==> src/rtl/tsmq_ram.sv <==
`timescale 1ns / 1ps
`default_nettype none

module tsmq_ram #(
   parameter int WIDTH = 8,
   parameter int DEPTH = 16
) (
   input  wire logic                     clock,
   input  wire logic                     wr_en,
   input  wire logic [$clog2(DEPTH)-1:0] wr_addr,
   input  wire logic [WIDTH-1:0]         wr_data,
   input  wire logic [$clog2(DEPTH)-1:0] rd_addr,
   output logic      [WIDTH-1:0]         rd_data
);

   logic [WIDTH-1:0] mem [DEPTH];

   // one write port, registered read port
   always_ff @(posedge clock) begin
      if (wr_en) begin
         mem[wr_addr] <= wr_data;
      end
      rd_data <= mem[rd_addr];
   end

endmodule

`default_nettype wire
==> config.mk <==
export PLATFORM = sky130hd
export DESIGN_NAME = tsmq_ram
export DESIGN_NICKNAME = d
export VERILOG_FILES = /design/src/rtl/tsmq_ram.sv
export SDC_FILE = /design/constraint.sdc
export NUM_CORES = 1
export LEC_CHECK = 0
export BUFFER_PORTS_ARGS = -buffer_cell sky130_fd_sc_hd__buf_2
export CAP_MARGIN = 25
export CORE_ASPECT_RATIO = 1.2
export CORE_UTILIZATION = 50
export DETAILED_ROUTE_END_ITERATION = 8
export PLACE_DENSITY = 0.72
export SLEW_MARGIN = 20
export SYNTH_ARGS = -nofsm -noshare
export SYNTH_HDL_FRONTEND = slang
export SYNTH_SLANG_ARGS = --single-unit
==> constraint.sdc <==
create_clock -name clock -period 3.26 [get_ports clock]
set_input_delay 0.326 -clock clock [delete_from_list [all_inputs] [get_ports clock]]
set_output_delay 0.326 -clock clock [all_outputs]
set_load 0.005 [all_outputs]
# Word level (Yosys, flattened, before mapping)
# Memories as Yosys holds them, arrays and structs flattened. A register that Yosys moved wholly into a read port is not among the register bits.
# Index checks and enable logic that the tools add are counted.
classes:
  mux: 2
op_table:
  columns: ["op", "count"]
  rows:
  - ["$mux 1", 2]
totals:
  ff_bits: 0
  ramBits: 128
  inputBits: 18
  out_inout_bits: 8
  elab_cells: 3
  memories: 1
mem_list:
  columns: ["name", "depth", "width", "rd", "rd_clocked_by_memory_dff", "write_ports", "line_no", "source"]
  rows:
  - ["mem", 16, 8, 1, 1, 1, "16", "logic [WIDTH-1:0] mem [DEPTH];"]

# Depth between registers and ports, before layout
# Gate-level depths: netlist (run 1).
logic_depth:
  ltp_word: 2
  mapped_depth: 5
  depth_no_buf: 3

# Worst setup path after synthesis (run 1)
# Ideal clock, no wire load.
synth_path:
  path_type: "input to register"
  start: "in wr_addr[2]"
  end: "mem mem[0][0], enable pin"
  setup_time_ns: 0.383
  arrival_time_ns: 1.436
  required_time_ns: 2.877
  path_slack_ns: 1.441
  cell_stages: 2
  n_path_buf: 0
  path_cell_list: "or3b_2 -> nor3_1"
synth_rtl:
  columns: ["element", "line_no", "source"]
  rows:
  - ["start: declaration", "10", "input wire logic [$clog2(DEPTH)-1:0] wr_addr,"]
  - ["end: declaration", "16", null]
# No word-level cell before the write port.

# Final worst setup path (run 1)
layout_path:
  start: "in wr_addr[2]"
  end: "mem mem[1][6], enable pin"
# No word-level cell before the write port.

==> summary.md, run 1 <==
| Metric | Value |
|---|---|
| Status | finished, final reports clean |
| Core area | 10000 sq um |
| Top delay family on crit path | simple AND/OR/NAND/NOR gates |
| Fmax | 649 MHz |
| Grt met1 use | 0.265 |
| DR iter-0 viols | 173 |
| Slew Viols, Final | 0 |
| Worst path bufs/invs | 1 |
| FF+latch area | 4000 sq um |
| Startpoint types | primary input |
| Total design power | 4.12 mW |
| Fin worst setup slack | 1720 ps |
| Fin. Hold Viols | 0 |
| Final Core Density | 0.601 |
| CP max stage delay | 610 ps |
| Layout Skew | 5.24 ps |
| Drt drc | 0 |
| Max-cap check violation count | 0 |
| Final Non-Filler Cells | 407 |
| Setup TNS | 0 ps |
| Syn Inst Count | 229 |
| Clock Sinks | 136 |
| Netlist cell types | 19 |
| Tmin final | 1540 ps |
| Synth-to-layout area growth | 16.9% |
| Vias in the first global route | 2489 |
| Via/cell ratio | 5.81 |
| Post-synth EDFFs | 128 |
| Worst-path clk slew | 60 ps |
| Worst IR drop on VDD | 0.000472 V |
| Clk root buf | clkbuf_16 |
| Die area | 10700 sq um |
| Layout cells sized above 1 | 0.288 |
| Min Hold Slack | 298 ps |
| Starting Density | 0.514 |
| Port Buffers | 25 |
| Arr. time, crit path | 1570 ps |
| Area taken by multi-input logic gates | 1060 sq um |
| Most frequent cell after synthesis | edfxtp_1 |
| Ant diodes | 0 |
| DP Cell Count | 375 |
| FP Rows | 40 |
| Final #Nets | 286 |
| Initial antenna violation count | 0 |
| Comb power frac | 0.042 |
| Critical setup path kind | in2reg |
| Hold bufs inserted after CTS | 0 |
| Clock share of power | 0.481 |
| Largest net degree at the start of global routing | 33 |
| Synth Cell Area | 5150 sq um |
| Seq pwr share | 0.477 |
| Crit-path cells | buf_2 > or3b_2 > nor2_1 |
| Worst skew pair latency | 400 ps |
| Total GRT Usage | 0.195 |
| Period utilisation layout | 0.473 |
| Global-route wire length before repair | 14.2 mm |
| H-tree Lvls | 4 |
| Placer congestion estimate | 0.768 |
| Pwr dens | 685 nW/um^2 |
| Placement-stage cell area | 5390 sq um |
| Worst min-delay path class | in2reg |
| Top cells by count, synth | edfxtp_1 (128), mux4_2 (18), a22oi_1 (16), mux4_1 (14), nor2_1 (13) |
| GRT Max-Usage Layer | met2 |
| Gates resized, CTS repair | 0 |
| Post-synth top area share | 0.747 |
| Slew headroom | 0.378 |
| Routed vias | 2365 |
| Die Ht | 113 um |
| Post-synth ARST share | 0 |
| Synth Flop Type | edfxtp_1 |
| Leading area contributor after synthesis | edfxtp_1 |
| Routing usage on met3 | 0.0511 |
| Met2 Usage GRT | 0.296 |
| Crit. End Element | flop |
| # fillers | 711 |
| Cell area after layout | 6020 sq um |
| CTS tree | yes |
| Final Setup Violations | 0 |
| Sequential share of the synthesized area | 0.778 |
| Grt ovf | 0 |
| DRT Pass-1 Iters | 4 |
| Routed Antenna Nets | 0 |
| FF+latch count, synth | 136 |
| DPL Wire Length | 5.80 mm |
| Avg Inst Size Synth | 22.5 sq um |
| Leak pwr | 2.03 nW |
| CP max FO | 8 |
| Pre-CTS setup slack | 1260 ps |
| Bufs on Longest Clock Path | 2 |
| Worst Tran Pin Value | 930 ps |
| Main area contributors after synthesis | edfxtp_1 (75%), mux4_2 (7.9%), mux4_1 (7.1%) |
| Psw | 0.809 mW |
| CTS Buf Count | 17 |
| Synth Net Count | 247 |
| Worst EP required | 3290 ps |
| Sw Ratio | 0.196 |
| Setup Fix Bufs, Post-CTS | 0 |
| Routed wire length | 9.26 mm |
| RSZ-0062 raised after global routing | false |
| Synth Warn # | 0 |
| # IOs | 26 |
| Wire per inst | 22.8 um |
| Crit-path slowest cell | nor2_1 |
| Die X | 94.6 um |
| Internal | 3.31 mW |
[flip-flops by register name, summed over array words and instances, names as in the netlist]
register  flops
mem         128
rd_data       8
[routing by layer]
metal  vias to the layer above  routed length (um)  share of wire
li1                       1056                   -              -
met1                      1202                3760           0.41
met2                        92                4730           0.51
met3                        15                 580          0.063
met4                         0                 193          0.021
met5                         -                   0              0
[final timing paths]
kind	slack, ps	end	from	depth (start not counted)
max	1720	mem[1][6]	wr_addr[2]	3
max reg2reg	1880	rd_data[2]	mem[1][2]	3
min	300	mem[6][3]	wr_data[3]	1
min reg2reg	680	rd_data[2]	mem[12][2]	3
[cell usage in the layout, fill, tap and decap left out, types with 3 or more instances in the layout]
cell	Yosys	final
clkinv_2	0	4
nor2_1	13	13
mux4_1	14	14
bufinv_16	0	4
dfxtp_1	8	8
nor3_1	4	4
nand2_1	9	9
inv_6	0	3
edfxtp_1	128	128
clkbuf_16	0	17
buf_4	1	4
buf_2	3	25
mux4_2	18	18
a22oi_1	16	16
[logic make-up after synthesis]
logic type	after synthesis	synth area share
AND/OR/NAND/NOR	35	0.0318
flip-flops	136	0.778
AO/OA/AOI/OAI	16	0.0233
multiplexers	32	0.150
buffers and inverters	10	0.0168
[layout make-up]
| cell class | instances | share of cell area |
|---|---|---|
| timing repair buffer | 30 | 0.0291 |
| sequential | 136 | 0.665 |
| clock inverter | 15 | 0.0331 |
| multi-input combinational | 83 | 0.176 |
| clock buffer | 17 | 0.0707 |
| tap | 126 | 0.0262 |
[power by group through the flow]
stage / Clock [mW] / Sequential [mW] / Combinational (mW)
global placement: 0 / 2.00 / 0.169
CTS: 2.01 / 1.97 / 0.174
floorplan: 0 / 2.00 / 0.0992
global route: 2.08 / 1.97 / 0.187
detailed placement: 0 / 2.00 / 0.173
finish: 1.98 / 1.97 / 0.171
Power figures use the tool's default switching activity.
==> inputs of run 2 (changes only) <==
Settings changed: PLACE_DENSITY 0.72 to 0.75.
Clock period 3.26 ns to 1.3 ns, I/O delays scaled along.
==> run 2 against run 1 <==
Die area stayed put. Global-route usage is 0.34 points higher. Final area is 4.1% higher. Clock-buffer cell count is 6 higher. Core utilization is 2.5 points higher. Non-clock buffer count is 25 higher. Sequential share of layout area is 2.6 points lower. Combinational power grew to 2.9 times the previous value. Setup slack worse by 1700 ps. First-iteration DRC count is 26% higher. Register-to-register slack worse by 1800 ps.
==> summary.md, run 2 (synthesized netlist as in run 1, its figures left out) <==
| Metric | Value |
|---|---|
| Via/cell ratio | 5.75 (-1.0%) |
| # fillers | 693 (-2.5%) |
| Core area | 10000 sq um (unchanged) |
| Die area | 10700 sq um (unchanged) |
| RSZ-0062 raised after global routing | true |
| Pre-CTS setup slack | -271 ps (-1530 ps) |
| Global-route wire length before repair | 14.3 mm (+0.83%) |
| Most frequent cells in the layout | edfxtp_1 (128), buf_4 (27), mux4_2 (26) |
| Worst path bufs/invs | 0 (-1) |
| Final #Nets | 311 (+8.7%) |
| Drt drc | 0 (unchanged) |
| Clk root buf | clkbuf_16 |
| DPL Wire Length | 6.26 mm (+7.9%) |
| Tmin final | 1270 ps |
| Routed wire length | 9.51 mm (+2.6%) |
| Synth-to-layout area growth | 21.7% |
| FP Rows | 40 (unchanged) |
| Clock Sinks | 136 (unchanged) |
| Starting Density | 0.514 (unchanged) |
| Fmax | 788 MHz |
| Final Core Density | 0.626 (+0.0248) |
| Cell area after layout | 6270 sq um (+4.1%) |
| Total GRT Usage | 0.198 (+0.00339) |
| CP max stage delay | 500 ps (-110 ps) |
| FF+latch area | 4000 sq um (unchanged) |
| Slew headroom | 0.401 (+0.0237) |
| Arr. time, crit path | 1570 ps (about the same) |
| Slew Viols, Final | 0 (unchanged) |
| Leak pwr | 2.14 nW (+5.7%) |
| Worst EP required | 1600 ps (-1690 ps) |
| Fin. Hold Viols | 0 (unchanged) |
| Routed vias | 2484 (+5.0%) |
| Worst-path clk slew | 50 ps (about the same) |
| Wire per inst | 22.0 um (-3.3%) |
| Grt ovf | 0 (unchanged) |
| Vias in the first global route | 2556 (+2.7%) |
| Pwr dens | 1660 nW/um^2 (+140%) |
| H-tree Lvls | 4 (unchanged) |
| Routed Antenna Nets | 0 (unchanged) |
| Crit-path cells | mux4_2 > a22oi_2 > nand2_1 |
| Crit-path slowest cell | mux4_2 |
| Regs by FF count | mem: 128 flops, rd_data: 8 flops |
| # IOs | 26 (unchanged) |
| Worst IR drop on VDD | 0.000928 V (+97%) |
| Ant diodes | 0 (unchanged) |
| Crit. End Element | flop |
| Fin worst setup slack | 30.4 ps (-1690 ps) |
| Startpoint types | flop |
| CP max FO | 1 (-7) |
| DRT Pass-1 Iters | 4 (unchanged) |
| DR iter-0 viols | 218 (+26%) |
| Top delay family on crit path | multiplexers |
| CTS tree | yes |
| Layout Skew | 6.70 ps (+1.46 ps) |
| Largest net degree at the start of global routing | 21 (-36%) |
| Die X | 94.6 um (unchanged) |
| Placement-stage cell area | 5620 sq um (+4.2%) |
| Critical setup path kind | reg2reg |
| Placer congestion estimate | 0.737 (-4.1%) |
| Worst min-delay path class | in2reg |
| CTS Buf Count | 17 (unchanged) |
| Die Ht | 113 um (unchanged) |
| Area taken by multi-input logic gates | 1090 sq um (+3.3%) |
| Bufs on Longest Clock Path | 2 (unchanged) |
| Layout cells sized above 1 | 0.402 (+0.114) |
| Max-cap check violation count | 0 (unchanged) |
| Final Setup Violations | 0 (unchanged) |
| Commonest non-fill, non-tap cell in the layout | edfxtp_1 |
| Port Buffers | 25 (unchanged) |
| Max reg flops | 128 (unchanged) |
| Worst Tran Pin Value | 896 ps (-33.9 ps) |
| Initial antenna violation count | 0 (unchanged) |
| Status | finished, final reports clean |
| Worst skew pair latency | 420 ps (+20 ps) |
| Period utilisation layout | 0.977 |
| Most flops, register | mem |
-- run 2: cell types whose count changed in the layout (fill, tap and decap cells not counted), sizes merged --
cell      change
buf          +25
clkbuf        +6
clkinv        -2
clkinvlp      -1
inv           -3
-- run 2: per-stage QoR --
stage | TNS [ps] | std cells | power, mW | hold slack [ps]
floorplan | -2940 | 229 | 5.27 | 229
global placement | -3630 | 400 | 5.48 | 507
detailed placement | -3850 | 400 | 5.49 | 519
CTS | 0 | 432 | 10.5 | 75.6
global route | -36.7 | 432 | 10.7 | 89.4
finish | 0 | 432 | 10.4 | 89.0
-- run 2: what timing repair did --
item                       CTS  global route
buffers inserted             0             0
resized for setup            6            12
hold buffers                 0             0
setup endpoints to repair    5             7
pin swaps                    2             3
-- run 2: worst reg2reg max path, stage by stage (launching register included) --
cell      delay (ps)
edfxtp_1         350
mux4_2           500
a22oi_2          200
nand2_1          100
-- run 2: power by group --
group | switching, mW | total, mW | internal [mW]
combinational | 0.263 | 0.489 | 0.226
sequential | 0.0329 | 4.94 | 4.91
clock | 1.65 | 4.99 | 3.34
-- run 2: metal layers --
metal  vias to the layer above  routed length [um]  global-route usage
met1                      1297                4040               0.253
li1                       1094                   -                   -
met2                        67                4800               0.303
met3                        26                 415              0.0645
met4                         0                 254               0.101
met5                         -                   0                   0
-- run 2: cell type report --
type,instances,area share
multi-input combinational,83,0.174
tap,126,0.0252
clock inverter,9,0.0234
sequential,136,0.639
timing repair buffer,55,0.0619
clock buffer,23,0.0763
-- run 2: final timing paths --
| kind | slack [ps] | from | cells past startpoint | end |
|---|---|---|---|---|
| worst max-delay path | 30 | mem[3][6] | 3 | rd_data[6] |
| worst max register to register | 30 | mem[3][6] | 3 | rd_data[6] |
| worst min register to register | 670 | mem[6][1] | 3 | rd_data[1] |
| worst min-delay path | 90 | wr_data[0] | 1 | mem[15][0] |
